## src/design/smsd_pkg.sv

```systemverilog
// ----------------------------------------------------------------------------
// smsd_pkg
// Shared constants of the sliding median spike detector.
// ----------------------------------------------------------------------------
`timescale 1ns / 1ps

package smsd_pkg;

  localparam int WINDOW_MAX_DEF   = 64;
  localparam int SAMPLE_WIDTH_DEF = 16;
  localparam int CFG_WIDTH        = 7;
  localparam int COUNT_WIDTH      = 32;

  localparam logic [CFG_WIDTH-1:0] CFG_RESET = CFG_WIDTH'(1);

endpackage

```

## src/design/smsd_if.sv

```systemverilog
// ----------------------------------------------------------------------------
// smsd interfaces
// Valid/ready channels for samples, results and configuration words.
// ----------------------------------------------------------------------------
`timescale 1ns / 1ps

interface smsd_in_if #(
  parameter int SAMPLE_WIDTH = smsd_pkg::SAMPLE_WIDTH_DEF
);
  logic                    valid;
  logic                    ready;
  logic [SAMPLE_WIDTH-1:0] sample;
  logic                    restart;

  modport source (output valid, sample, restart, input ready);
  modport sink   (input valid, sample, restart, output ready);
endinterface

interface smsd_out_if;
  logic                               valid;
  logic                               ready;
  logic                               judged;
  logic                               alert;
  logic [smsd_pkg::COUNT_WIDTH-1:0]   alert_total;

  modport source (output valid, judged, alert, alert_total, input ready);
  modport sink   (input valid, judged, alert, alert_total, output ready);
endinterface

interface smsd_cfg_if;
  logic                             valid;
  logic                             ready;
  logic [smsd_pkg::CFG_WIDTH-1:0]   data;

  modport source (output valid, data, input ready);
  modport sink   (input valid, data, output ready);
endinterface

```

## src/design/smsd_ring.sv

```systemverilog
// ----------------------------------------------------------------------------
// smsd_ring
// Sample history memory: one write port, one registered read port.
// ----------------------------------------------------------------------------
`timescale 1ns / 1ps

module smsd_ring #(
  parameter int WINDOW_MAX   = 64,
  parameter int SAMPLE_WIDTH = 16,
  localparam int AW = (WINDOW_MAX > 1) ? $clog2(WINDOW_MAX) : 1
) (
  input  logic                    clk,
  input  logic                    wr_en,
  input  logic [AW-1:0]           wr_addr,
  input  logic [SAMPLE_WIDTH-1:0] wr_data,
  input  logic [AW-1:0]           rd_addr,
  output logic [SAMPLE_WIDTH-1:0] rd_data
);

  logic [SAMPLE_WIDTH-1:0] mem [WINDOW_MAX];
  logic [SAMPLE_WIDTH-1:0] rd_data_r;

  always_ff @(posedge clk) begin
    if (wr_en) begin
      mem[wr_addr] <= wr_data;
    end
  end

  always_ff @(posedge clk) begin
    rd_data_r <= mem[rd_addr];
  end

  assign rd_data = rd_data_r;

endmodule

```

## src/design/smsd_select.sv

```systemverilog
// ----------------------------------------------------------------------------
// smsd_select
// Radix rank selector: finds the value of a given rank among the newest
// samples, one bit per pass, one memory word per cycle.
// ----------------------------------------------------------------------------
`timescale 1ns / 1ps

module smsd_select #(
  parameter int WINDOW_MAX   = 64,
  parameter int SAMPLE_WIDTH = 16,
  localparam int AW = (WINDOW_MAX > 1) ? $clog2(WINDOW_MAX) : 1,
  localparam int CW = $clog2(WINDOW_MAX + 1)
) (
  input  logic                    clk,
  input  logic                    rst_n,
  input  logic                    start,
  input  logic [CW-1:0]           size,
  input  logic [CW-1:0]           rank,
  input  logic [AW-1:0]           base,
  output logic [AW-1:0]           rd_addr,
  input  logic [SAMPLE_WIDTH-1:0] rd_data,
  output logic                    done,
  output logic [SAMPLE_WIDTH-1:0] value
);

  typedef enum logic [1:0] {
    SL_IDLE,
    SL_RUN,
    SL_DRAIN,
    SL_DECIDE
  } sel_state_t;

  localparam logic [SAMPLE_WIDTH-1:0] TOP_BIT = SAMPLE_WIDTH'(1) << (SAMPLE_WIDTH - 1);

  sel_state_t              state_r;
  logic [AW-1:0]           addr_r;
  logic [AW-1:0]           issue_r;
  logic                    dv_r;
  logic [CW-1:0]           cnt_r;
  logic [CW-1:0]           rank_r;
  logic [SAMPLE_WIDTH-1:0] pre_r;
  logic [SAMPLE_WIDTH-1:0] hi_mask_r;
  logic [SAMPLE_WIDTH-1:0] bit_mask_r;
  logic                    done_r;

  logic                    match;
  logic                    last_issue;
  logic [AW-1:0]           addr_nxt;

  assign match = dv_r && (((rd_data ^ pre_r) & hi_mask_r) == '0)
                      && ((rd_data & bit_mask_r) == '0);
  assign last_issue = (CW'(issue_r) == (size - CW'(1)));
  assign addr_nxt   = (addr_r == '0) ? AW'(WINDOW_MAX - 1) : addr_r - AW'(1);

  always_ff @(posedge clk) begin
    if (!rst_n) begin
      state_r <= SL_IDLE;
      dv_r    <= 1'b0;
      done_r  <= 1'b0;
    end else begin
      dv_r   <= (state_r == SL_RUN);
      done_r <= (state_r == SL_DECIDE) && bit_mask_r[0];
      unique case (state_r)
        SL_IDLE: begin
          if (start) begin
            pre_r      <= '0;
            hi_mask_r  <= '0;
            bit_mask_r <= TOP_BIT;
            rank_r     <= rank;
            addr_r     <= base;
            issue_r    <= '0;
            cnt_r      <= '0;
            state_r    <= SL_RUN;
          end
        end
        SL_RUN: begin
          if (match) begin
            cnt_r <= cnt_r + CW'(1);
          end
          addr_r  <= addr_nxt;
          issue_r <= issue_r + AW'(1);
          if (last_issue) begin
            state_r <= SL_DRAIN;
          end
        end
        SL_DRAIN: begin
          if (match) begin
            cnt_r <= cnt_r + CW'(1);
          end
          state_r <= SL_DECIDE;
        end
        SL_DECIDE: begin
          if (rank_r >= cnt_r) begin
            pre_r  <= pre_r | bit_mask_r;
            rank_r <= rank_r - cnt_r;
          end
          hi_mask_r  <= hi_mask_r | bit_mask_r;
          bit_mask_r <= bit_mask_r >> 1;
          cnt_r      <= '0;
          issue_r    <= '0;
          addr_r     <= base;
          if (bit_mask_r[0]) begin
            state_r <= SL_IDLE;
          end else begin
            state_r <= SL_RUN;
          end
        end
        default: state_r <= SL_IDLE;
      endcase
    end
  end

  assign rd_addr = addr_r;
  assign done    = done_r;
  assign value   = pre_r;

endmodule

```

## src/design/sliding_median_spike_detector_unit.sv

```systemverilog
// ----------------------------------------------------------------------------
// sliding_median_spike_detector_unit
// Flags samples that reach twice the median of the trailing window.
// ----------------------------------------------------------------------------
// Usage:
//   in_ch carries one sample word with a restart bit; out_ch returns one
//   result word per sample (judged, alert, saturating alert_total).
//   cfg_ch writes window_size and is always ready; the user must write it
//   only while idle, which the block itself does not enforce. in_ch is
//   ready only in idle; one sample is worked on at a time. A sample taken
//   before the window is full goes straight to the final step, which
//   registers its result word once the output is free. A tested sample
//   runs a radix rank search over the history memory: each search takes
//   SAMPLE_WIDTH bit steps, and each step reads the w newest samples, one
//   memory word per cycle, then drains the registered read port and
//   decides the bit. An odd w needs one search; an even w needs two.
//   In every case in_ch is ready again in the same cycle as the result shows.
//   Reset clears the window, the total and the output valid flag and sets
//   window_size to 1. A stalled out_ch holds its word; the next sample is
//   still taken and waits in its final step until the output is free.
// ----------------------------------------------------------------------------
`timescale 1ns / 1ps

module sliding_median_spike_detector_unit #(
  parameter int WINDOW_MAX   = smsd_pkg::WINDOW_MAX_DEF,
  parameter int SAMPLE_WIDTH = smsd_pkg::SAMPLE_WIDTH_DEF
) (
  input  logic  clk,
  input  logic  rst_n,
  smsd_in_if.sink     in_ch,
  smsd_out_if.source  out_ch,
  smsd_cfg_if.sink    cfg_ch
);

  import smsd_pkg::*;

  localparam int AW = (WINDOW_MAX > 1) ? $clog2(WINDOW_MAX) : 1;
  localparam int CW = $clog2(WINDOW_MAX + 1);
  localparam int LW = (CW > CFG_WIDTH) ? CW : CFG_WIDTH;

  typedef enum logic [1:0] {
    ST_IDLE,
    ST_SEL_LO,
    ST_SEL_HI,
    ST_FIN
  } state_t;

  state_t                   state_r;
  logic [CFG_WIDTH-1:0]     cfg_r;
  logic [AW-1:0]            pos_r;
  logic [CW-1:0]            fill_r;
  logic [COUNT_WIDTH-1:0]   count_r;
  logic [CW-1:0]            size_r;
  logic [SAMPLE_WIDTH-1:0]  sample_r;
  logic [SAMPLE_WIDTH-1:0]  lo_r;
  logic                     judged_r;
  logic                     alert_r;
  logic                     start_r;
  logic [CW-1:0]            rank_r;

  logic                     out_valid_r;
  logic                     out_judged_r;
  logic                     out_alert_r;
  logic [COUNT_WIDTH-1:0]   out_total_r;

  logic [LW-1:0]            cfg_ext;
  logic [LW-1:0]            win_ext;
  logic [CW-1:0]            win_eff;
  logic [CW-1:0]            fill_eff;
  logic                     judge_now;
  logic                     in_take;
  logic                     out_free;
  logic                     fin_go;
  logic                     start_nxt;
  logic [AW-1:0]            base;
  logic [AW-1:0]            pos_nxt;
  logic [CW-1:0]            fill_nxt;
  logic [COUNT_WIDTH-1:0]   count_nxt;
  logic [SAMPLE_WIDTH:0]    thr;
  logic                     hit;

  logic [AW-1:0]            rd_addr;
  logic [SAMPLE_WIDTH-1:0]  rd_data;
  logic                     sel_done;
  logic [SAMPLE_WIDTH-1:0]  sel_value;

  assign cfg_ext  = LW'(cfg_r);
  assign win_ext  = (cfg_ext == '0) ? LW'(1)
                  : (cfg_ext > LW'(WINDOW_MAX)) ? LW'(WINDOW_MAX) : cfg_ext;
  assign win_eff  = CW'(win_ext);
  assign fill_eff = in_ch.restart ? '0 : fill_r;
  assign judge_now = (fill_eff >= win_eff);

  assign in_ch.ready  = (state_r == ST_IDLE);
  assign in_take      = in_ch.valid && in_ch.ready;
  assign cfg_ch.ready = 1'b1;
  assign out_free     = !out_valid_r || out_ch.ready;
  assign fin_go       = (state_r == ST_FIN) && out_free;
  assign start_nxt    = (in_take && judge_now)
                     || ((state_r == ST_SEL_LO) && sel_done && !size_r[0]);

  assign base      = (pos_r == '0) ? AW'(WINDOW_MAX - 1) : pos_r - AW'(1);
  assign pos_nxt   = (pos_r == AW'(WINDOW_MAX - 1)) ? '0 : pos_r + AW'(1);
  assign fill_nxt  = (fill_r == CW'(WINDOW_MAX)) ? fill_r : fill_r + CW'(1);
  assign count_nxt = (alert_r && (count_r != '1)) ? count_r + COUNT_WIDTH'(1) : count_r;

  assign thr = size_r[0] ? {sel_value, 1'b0}
                         : ({1'b0, lo_r} + {1'b0, sel_value});
  assign hit = ({1'b0, sample_r} >= thr);

  always_ff @(posedge clk) begin
    if (!rst_n) begin
      cfg_r <= CFG_RESET;
    end else if (cfg_ch.valid && cfg_ch.ready) begin
      cfg_r <= cfg_ch.data;
    end
  end

  always_ff @(posedge clk) begin
    if (!rst_n) begin
      state_r     <= ST_IDLE;
      pos_r       <= '0;
      fill_r      <= '0;
      count_r     <= '0;
      start_r     <= 1'b0;
      out_valid_r <= 1'b0;
    end else begin
      start_r <= start_nxt;
      if (fin_go) begin
        out_valid_r <= 1'b1;
      end else if (out_ch.ready) begin
        out_valid_r <= 1'b0;
      end
      unique case (state_r)
        ST_IDLE: begin
          if (in_take) begin
            sample_r <= in_ch.sample;
            size_r   <= win_eff;
            judged_r <= judge_now;
            alert_r  <= 1'b0;
            if (in_ch.restart) begin
              pos_r   <= '0;
              fill_r  <= '0;
              count_r <= '0;
            end
            if (judge_now) begin
              rank_r  <= win_eff[0] ? (win_eff >> 1) : (win_eff >> 1) - CW'(1);
              state_r <= ST_SEL_LO;
            end else begin
              state_r <= ST_FIN;
            end
          end
        end
        ST_SEL_LO: begin
          if (sel_done) begin
            if (size_r[0]) begin
              alert_r <= hit;
              state_r <= ST_FIN;
            end else begin
              lo_r    <= sel_value;
              rank_r  <= size_r >> 1;
              state_r <= ST_SEL_HI;
            end
          end
        end
        ST_SEL_HI: begin
          if (sel_done) begin
            alert_r <= hit;
            state_r <= ST_FIN;
          end
        end
        ST_FIN: begin
          if (out_free) begin
            pos_r        <= pos_nxt;
            fill_r       <= fill_nxt;
            count_r      <= count_nxt;
            out_judged_r <= judged_r;
            out_alert_r  <= alert_r;
            out_total_r  <= count_nxt;
            state_r      <= ST_IDLE;
          end
        end
        default: state_r <= ST_IDLE;
      endcase
    end
  end

  smsd_ring #(
    .WINDOW_MAX   (WINDOW_MAX),
    .SAMPLE_WIDTH (SAMPLE_WIDTH)
  ) u_ring (
    .clk     (clk),
    .wr_en   (fin_go),
    .wr_addr (pos_r),
    .wr_data (sample_r),
    .rd_addr (rd_addr),
    .rd_data (rd_data)
  );

  smsd_select #(
    .WINDOW_MAX   (WINDOW_MAX),
    .SAMPLE_WIDTH (SAMPLE_WIDTH)
  ) u_select (
    .clk     (clk),
    .rst_n   (rst_n),
    .start   (start_r),
    .size    (size_r),
    .rank    (rank_r),
    .base    (base),
    .rd_addr (rd_addr),
    .rd_data (rd_data),
    .done    (sel_done),
    .value   (sel_value)
  );

  assign out_ch.valid       = out_valid_r;
  assign out_ch.judged      = out_judged_r;
  assign out_ch.alert       = out_alert_r;
  assign out_ch.alert_total = out_total_r;

endmodule

```

## src/flat_wrapper.sv

```systemverilog
// flat-port wrapper written by rule: the top's interface ports become plain ports
module sliding_median_spike_detector_unit_flat import smsd_pkg::*;
#(
  parameter int WINDOW_MAX   = smsd_pkg::WINDOW_MAX_DEF,
  parameter int SAMPLE_WIDTH = smsd_pkg::SAMPLE_WIDTH_DEF
)
  (clk, rst_n, in_ch_valid, in_ch_sample, in_ch_restart, in_ch_ready, out_ch_valid, out_ch_judged, out_ch_alert, out_ch_alert_total, out_ch_ready, cfg_ch_valid, cfg_ch_data, cfg_ch_ready);
  smsd_in_if #(.SAMPLE_WIDTH(SAMPLE_WIDTH)) in_ch_i ();
  smsd_out_if out_ch_i ();
  smsd_cfg_if cfg_ch_i ();
  input  logic clk;
  input  logic rst_n;
  input wire logic [$bits(in_ch_i.valid)-1:0] in_ch_valid;
  input wire logic [$bits(in_ch_i.sample)-1:0] in_ch_sample;
  input wire logic [$bits(in_ch_i.restart)-1:0] in_ch_restart;
  output wire logic [$bits(in_ch_i.ready)-1:0] in_ch_ready;
  output wire logic [$bits(out_ch_i.valid)-1:0] out_ch_valid;
  output wire logic [$bits(out_ch_i.judged)-1:0] out_ch_judged;
  output wire logic [$bits(out_ch_i.alert)-1:0] out_ch_alert;
  output wire logic [$bits(out_ch_i.alert_total)-1:0] out_ch_alert_total;
  input wire logic [$bits(out_ch_i.ready)-1:0] out_ch_ready;
  input wire logic [$bits(cfg_ch_i.valid)-1:0] cfg_ch_valid;
  input wire logic [$bits(cfg_ch_i.data)-1:0] cfg_ch_data;
  output wire logic [$bits(cfg_ch_i.ready)-1:0] cfg_ch_ready;
  assign in_ch_i.valid = in_ch_valid;
  assign in_ch_i.sample = in_ch_sample;
  assign in_ch_i.restart = in_ch_restart;
  assign in_ch_ready = in_ch_i.ready;
  assign out_ch_valid = out_ch_i.valid;
  assign out_ch_judged = out_ch_i.judged;
  assign out_ch_alert = out_ch_i.alert;
  assign out_ch_alert_total = out_ch_i.alert_total;
  assign out_ch_i.ready = out_ch_ready;
  assign cfg_ch_i.valid = cfg_ch_valid;
  assign cfg_ch_i.data = cfg_ch_data;
  assign cfg_ch_ready = cfg_ch_i.ready;
  sliding_median_spike_detector_unit #(.WINDOW_MAX(WINDOW_MAX), .SAMPLE_WIDTH(SAMPLE_WIDTH)) u_core (.clk(clk), .rst_n(rst_n), .in_ch(in_ch_i), .out_ch(out_ch_i), .cfg_ch(cfg_ch_i));
endmodule
```

## config.mk

```make
export PLATFORM = sky130hd
export DESIGN_NAME = sliding_median_spike_detector_unit_flat
export DESIGN_NICKNAME = d
export VERILOG_FILES = /design/src/design/smsd_pkg.sv /design/src/design/smsd_if.sv /design/src/design/smsd_ring.sv /design/src/design/smsd_select.sv /design/src/design/sliding_median_spike_detector_unit.sv /design/src/flat_wrapper.sv
export SDC_FILE = /design/constraint.sdc
export NUM_CORES = 1
export LEC_CHECK = 0
export BUFFER_PORTS_ARGS = -buffer_cell sky130_fd_sc_hd__clkbuf_2
export CAP_MARGIN = 20
export CORE_MARGIN = 5
export CORE_UTILIZATION = 58
export CTS_BUF_LIST = sky130_fd_sc_hd__clkbuf_8
export DETAILED_ROUTE_END_ITERATION = 8
export PLACE_DENSITY = 0.75
export SYNTH_ARGS = -nofsm -noshare
export SYNTH_HDL_FRONTEND = slang
export SYNTH_SLANG_ARGS = --single-unit
```

## constraint.sdc

```tcl
create_clock -name clk -period 10.7 [get_ports clk]
set_input_delay 2.14 -clock clk [delete_from_list [all_inputs] [get_ports clk]]
set_output_delay 2.14 -clock clk [all_outputs]
set_load 0.01 [all_outputs]
```

==> results of run 1 <==
synth_stat cells, drive strengths merged, types with 15 or more instances:
master  number  area, µm²
ha          66        826
nand4       19        119
and2        30        188
a21oi       43        215
nor2       179        672
buf         40        236
nor3        21        105
mux4       336       7570
inv         49        184
clkbuf      86        323
o21ai       62        310
a31oi       21        131
mux2i       15        150
nor2b       19        119
xnor2       51        447
nand3       38        190
edfxtp    1180      35400
nand2       87        327
o31ai       21        158
xor2        39        342
dfxtp       76       1520
kinds of logic (layout without fill, tap and decap cells):
logic type	Yosys count	count (layout)
xor gates and xnor gates	90	90
adders and majority gates	68	68
buffers and inverters	175	551
AOI/OAI and AO/OA	253	253
muxes	353	353
and+or+nand+nor	462	462
other	1	3
DFF	1256	1256
metrics by stage:
stage                     hold slack (ns)  utilization (%)  area [µm²]  setup WS, ns  power (mW)
final                               0.432             65.1       56700          6.34        10.0
after floorplan                     0.400                -       51000          4.81        6.13
after global placement              0.409             60.9       53000          5.99        6.37
after CTS                           0.433             65.0       56600          6.40        10.1
after detailed placement            0.419             60.9       53000          5.97        6.41
after global routing                0.438             65.1       56700          6.13        10.4
flip-flops by register name, indices dropped and copies added, names as in the netlist, 2 cells and up:
name / count
u_core.u_select.value: 16
u_core.u_select.cnt_r: 7
u_core.u_select.state_r: 2
u_core.u_select.rank_r: 7
u_core.u_select.bit_mask_r: 16
u_core.u_select.hi_mask_r: 16
u_core.count_r: 32
u_core.fill_r: 7
u_core.out_ch.alert_total: 32
u_core.size_r: 7
u_core.rank_r: 7
u_core.cfg_ext: 7
u_core.u_ring.mem: 1024
u_core.u_select.issue_r: 6
u_core.u_select.rd_addr: 6
u_core.pos_r: 6
u_core.state_r: 2
u_core.sample_r: 16
u_core.u_ring.rd_data: 16
u_core.lo_r: 16
area by class of cell:
type | count | area [µm²]
Inverter | 49 | 184
Multi-Input combinational cell | 1227 | 13300
Timing Repair Buffer | 166 | 1170
Clock buffer | 198 | 2730
Fill cell | 5633 | 30300
Sequential cell | 1256 | 37000
Tap cell | 1155 | 1450
Clock inverter | 138 | 847
Antenna cell | 2 | 5.00
metal layers:
| layer | up-vias | GRT usage, % | part of all wire [%] |
|---|---|---|---|
| li1 | 11300 | - | - |
| met1 | 13700 | 33.8 | 40 |
| met2 | 1229 | 38.7 | 49 |
| met3 | 201 | 4.56 | 8.0 |
| met4 | 0 | 8.78 | 3.3 |
| met5 | - | 0 | 0 |
power groups by stage:
stage / logic [mW] / clock network [mW] / registers, mW
global route: 0.783 / 4.03 / 5.59
CTS: 0.728 / 3.80 / 5.59
detailed placement: 0.726 / 0 / 5.69
global placement: 0.689 / 0 / 5.69
finish: 0.725 / 3.73 / 5.59
floorplan: 0.395 / 0 / 5.73
layout by cell type, fill, tap and decap left out, drive strengths merged, types with 6 or more instances in the layout:
cell type,instances
edfxtp,1180
mux4,336
clkbuf,262
nor2,179
inv,112
buf,102
nand2,87
dfxtp,76
ha,66
o21ai,62
clkinv,58
xnor2,51
a21oi,43
xor2,39
nand3,38
and2,30
o31ai,21
a31oi,21
nor3,21
nor2b,19
nand4,19
mux2i,15
a21o,14
a22oi,13
a211oi,13
and3,12
nand2b,11
a2111oi,11
or3,10
nor3b,9
bufinv,9
and4,8
a22o,8
clkinvlp,8
o21bai,7
a41oi,6
worst paths after layout:
path,start,to,slack (ns),depth (start not counted)
min,u_core.judged_r,u_core.out_ch.judged,0.43,0
min reg2reg,u_core.judged_r,u_core.out_ch.judged,0.43,0
max reg2reg,u_core.u_select.value[0],u_core.alert_r,6.34,14
max,u_core.u_select.value[0],u_core.alert_r,6.34,14
worst max-delay path: cells and delay by family, from the launching register on:
kind	cells	cell delay, ns
simple gates	2	0.23
compound gates	9	2.33
fa+ha+maj	3	1.12
flops	1	0.46
==> run_results.csv, run 1 <==
group,metric,value,unit
outcome,outcome,"finished, final reports clean",
cts,cts_setup_buffers,0,
worst_setup_path,cp_max_fo,5,
floorplan,core_region_area,87000,µm²
logic_synthesis,syn_area,51000,µm²
route,wire_per_inst,26.9,µm
route,ant_nets,0,
timing,max-slew-margin-rel,24.5,%
place,dpl.cell_count,3850,
logic_synthesis,async_reset_ff_share,0,%
floorplan,io_pins,66,
worst_setup_path,cp.arrival,4.95,ns
logic_synthesis,muxShareOfSynthArea,15.2,%
floorplan,dieArea,94000,µm²
logic_synthesis,synthXorXnorAreaFrac,1.55,%
power,p_seq_share,55.7,%
timing,skew,0.0469,ns
global_route,gr-total-overflow,0,
cts,insertion_delay,0.84,ns
power,p_leak,18.8,nW
power,vdd_ir_drop_max,0.000180,V
power,clkPwrFrac,37.1,%
worst_setup_path,startpoint_type,"flop",
timing,rsz0062_at_grt,"no",
logic_synthesis,syn_inst,2658,
logic_synthesis,synth_simple_gate_area_share,4.32,%
final_layout,syn_to_final_growth,11.1,%
worst_setup_path,critPathKind,"reg -> reg",
floorplan,fp.dieH,307,µm
route,drcViolationCount,0,
power,internal_power,7.70,mW
final_layout,drive_gt1_share,25.1,%
logic_synthesis,synth_edf_count,1180,
timing,fmax,0.229,GHz
route,drtIter0Drc,2881,
worst_setup_path,endpoint_kind,"flop",
logic_synthesis,synth_compound_area_share,3.33,%
logic_synthesis,ys_seq_elements,1256,
cts,cts_root_buf,"clkbuf_8",
timing,setup_viol_count_final,0,
global_route,grt.total_usage,24.1,%
timing,setup_tns,0,ns
power,p_per_area,177,nW/µm²
worst_setup_path,worstPathCellList,"ha_1, fa_1, a211oi_1, o21bai_1, a21oi_1, o21bai_1, a2111oi_0, nor3b_1, ha_1, nand4_1, a31oi_1, o31ai_1, a31o_2, a221oi_1",
logic_synthesis,ys_seq_area_share,72.5,%
route,drtPass1Iterations,6,
power,p_comb_share,7.2,%
place,gp_congestion,0.851,
floorplan,placementRows,108,
timing,tightest_slew,1.13,ns
cts,cts_tree,"yes",
worst_setup_path,cp_slowest_cell,"fa_1",
worst_setup_path,critPathMaxStageDelay,0.51,ns
final_layout,layout.cells.non_filler,4191,
cts,cts_sinks,1256,
floorplan,dieWidth,307,µm
logic_synthesis,ys_types,68,
global_route,first_global_vias,26800,
place,portBuffers,64,
cts,ctsHoldBuffers,0,
power,power.switching,2.34,mW
global_route,antenna_found_initial,2,
global_route,grt_pass1_wl,169000,µm
logic_synthesis,yosysWarnings,0,
logic_synthesis,synth_adder_area_share,1.70,%
worst_setup_path,crit_required,11.29,ns
job,maxCapViolCount,0,
logic_synthesis,synth_nets,2755,
place,dpl.hpwl,67500,µm
timing,fin_crit_sh,40.8,%
global_route,grt_max_degree,153,
logic_synthesis,synthFlopType,"edfxtp_1",
logic_synthesis,synth_top_family_by_area,"multiplexers",
route,wirelength,113000,µm
cts,cts_buffer_depth,3,
cts,clk_pin_slew,0.06,ns
final_layout,nets,2986,
route,num_vias,26500,
timing,hold_viol,0,
floorplan,start_util,58.6,%
route,drt-vias-per-instance,6.32,
power,power.share.switching,23.3,%
cts,numCtsBuffers,189,
timing,slew_viol_final,0,
hold_path,hp-class,"reg -> reg",
cts,htreeDepth,4,
logic_synthesis,avgSynthCellArea,19.2,µm²
cts,cts_resized,0,
timing,period_needed,4.36,ns
Note: power is estimated with default switching activity, not from simulation.
==> run 2, diff against run 1 <==
--- a/config.mk
+++ b/config.mk
@@ -11,7 +11,7 @@
 export CORE_UTILIZATION = 58
 export CTS_BUF_LIST = sky130_fd_sc_hd__clkbuf_8
 export DETAILED_ROUTE_END_ITERATION = 8
-export PLACE_DENSITY = 0.75
+export PLACE_DENSITY = 0.78
 export SYNTH_ARGS = -nofsm -noshare
 export SYNTH_HDL_FRONTEND = slang
 export SYNTH_SLANG_ARGS = --single-unit
==> constraint.sdc (replaced) <==
create_clock -name clk -period 4 [get_ports clk]
set_input_delay 0.8 -clock clk [delete_from_list [all_inputs] [get_ports clk]]
set_output_delay 0.8 -clock clk [all_outputs]
set_load 0.01 [all_outputs]
==> run 2 against run 1 <==
  * Combinational power grew to 2.6 times the previous value
  * Wire length is 1.5% higher
  * Clock power rose to 2.6 times the previous value
  * Fmax is 14% higher
  * Global-route usage increased by 0.31 points
  * Power rose to 2.6 times the previous value
  * Utilization up 0.23 points
  * Highest routed layer unchanged
  * Critical path type unchanged
  * Critical endpoint unchanged
  * Hold slack got worse by 0.29 ns
==> run_results.csv, run 2 (same netlist as run 1, synthesis figures left out) <==
group,metric,value,unit
outcome,outcome,"finished, final reports clean",
power,vdd_ir_drop_max,0.000294,V
worst_setup_path,endpoint_kind,"flop",
worst_setup_path,crit_required,4.66,ns
cts,cts_root_buf,"clkbuf_8",
timing,hold_viol,0,
route,ant_nets,0,
worst_setup_path,critical-path-top-delay-family,"compound AO/OA/AOI/OAI gates",
cts,cts_buffer_depth,3,
final_layout,largest_reg_flops,1024,
route,drtIter0Drc,2852,
timing,slew_viol_final,0,
worst_setup_path,cp.depth,14,
final_layout,final_cell_mix,"edfxtp_1 (1180), mux4_2 (336), clkbuf_8 (199), nor2_1 (177), inv_1 (117)",
cts,clk_pin_slew,0.06,ns
timing,period_needed,3.84,ns
final_layout,final_common_cell,"edfxtp_1",
worst_setup_path,critPathKind,"reg -> reg",
cts,cts_setup_buffers,0,
timing,setup_tns,0,ns
floorplan,dieArea,94000,µm²
timing,fmax,0.261,GHz
final_layout,nets,3012,
worst_setup_path,cp.arrival,4.50,ns
power,p_per_area,467,nW/µm²
place,gp_congestion,0.904,
worst_setup_path,worstReg2RegStart,"u_core.u_select.value[0]",
hold_path,min_from,"in_ch_sample[4]",
route,wire_per_inst,27.1,µm
floorplan,placementRows,108,
timing,fin_crit_sh,95.9,%
timing,rsz0062_at_grt,"no",
cts,cts_tree,"yes",
global_route,gr-total-overflow,0,
route,wirelength,114000,µm
floorplan,core_region_area,87000,µm²
power,p_leak,19.0,nW
cts,numCtsBuffers,190,
global_route,grt_pass1_wl,171000,µm
cts,htreeDepth,4,
cts,cts_sinks,1256,
timing,max-slew-margin-rel,30.7,%
place,dpl.hpwl,72200,µm
worst_setup_path,worstPathCellList,"ha_1, fa_1, a211oi_2, o21bai_1, a21oi_1, o21bai_1, a2111oi_2, nor3b_1, ha_1, nand4_1, a31oi_1, o31ai_1, a31o_2, a221oi_1",
worst_setup_path,r2r_cells,14,
hold_path,hp-class,"in -> reg",
hold_path,whs_path_depth,1,
place,portBuffers,64,
floorplan,dieWidth,307,µm
route,num_vias,26700,
global_route,grt_max_degree,98,
worst_setup_path,crit_buf_inv,0,
worst_setup_path,cp_max_fo,3,
floorplan,fp.dieH,307,µm
place,preCtsSetupSlack,0.0476,ns
route,drt-vias-per-instance,6.32,
worst_setup_path,critPathMaxStageDelay,0.51,ns
global_route,grt.total_usage,24.4,%
cts,insertion_delay,0.84,ns
final_layout,drive_gt1_share,25.6,%
timing,skew,0.0352,ns
floorplan,io_pins,66,
route,drtPass1Iterations,6,
job,maxCapViolCount,0,
final_layout,syn_to_final_growth,11.5,%
timing,setup_viol_count_final,0,
worst_setup_path,cp_slowest_cell,"fa_1",
cts,ctsHoldBuffers,0,
final_layout,n_fill_cell,5555,
timing,tightest_slew,1.04,ns
route,drcViolationCount,0,
floorplan,start_util,58.6,%
worst_setup_path,startpoint_type,"flop",
worst_setup_path,setup.worst_path.start,"u_core.u_select.value[0]",
timing,setup_ws,0.163,ns
global_route,first_global_vias,27400,
final_layout,largest_register,"u_core.u_ring.mem",
global_route,antenna_found_initial,3,
==> run 2: layer usage <==
metal	share of wire, %	track usage (%)	wire length (µm)
met5	0	0	0
met2	50	40.2	57000
met4	4.1	10.0	4690
met1	38	32.7	43100
met3	8.3	4.72	9520
==> run 2: timing repair <==
action | 4_1_cts | 5_1_grt
hold endpoints to repair | 0 | 0
gates resized for setup | 0 | 4
endpoints found under the setup margin | 0 | 1
==> run 2: worst paths after layout <==
| path | to | slack, ns |
|---|---|---|
| setup / recovery | u_core.alert_r | 0.16 |
| hold / removal | u_core.sample_r[4] | 0.14 |
| setup reg to reg | u_core.alert_r | 0.16 |
| hold reg to reg | u_core.out_ch.judged | 0.47 |
==> run 2: area by class of cell <==
| cell class | count | area, µm² | area share (%) |
|---|---|---|---|
| clock buffer | 199 | 2740 | 4.82 |
| antenna | 1 | 2.50 | 0.00440 |
| inverter | 49 | 184 | 0.323 |
| multi-input combinational | 1227 | 13300 | 23.5 |
| tap | 1155 | 1450 | 2.54 |
| timing repair buffer | 191 | 1450 | 2.55 |
| sequential | 1256 | 37000 | 65.0 |
| clock inverter | 144 | 754 | 1.33 |
==> run 2: stage by stage <==
step           cells  area [µm²]  util [%]  hold WS [ns]  total power, mW
2_1_floorplan   2658       51000         -         0.400             16.4
3_3_place_gp    3876       53300      61.3         0.401             17.1
3_5_place_dp    3876       53300      61.3         0.429             17.2
4_1_cts         4219       56800      65.3        0.0655             26.7
5_1_grt         4222       56900      65.4        0.0978             27.6
6_report        4222       56900      65.4         0.138             26.6
==> run 2: worst register-to-register path, cell delays in order, from the launching register on <==
cell       delay [ns]
edfxtp_1         0.39
ha_1             0.27
fa_1             0.51
a211oi_2         0.26
o21bai_1         0.11
a21oi_1          0.23
o21bai_1         0.14
a2111oi_2        0.39
nor3b_1          0.12
ha_1             0.30
nand4_1          0.11
a31oi_1          0.18
o31ai_1          0.11
a31o_2           0.25
a221oi_1         0.28
==> run 2: power by group <==
group          total (mW)  internal [mW]  switching [mW]
registers            15.0           14.8           0.190
logic                1.91          0.649            1.26
clock network        9.67           4.92            4.75
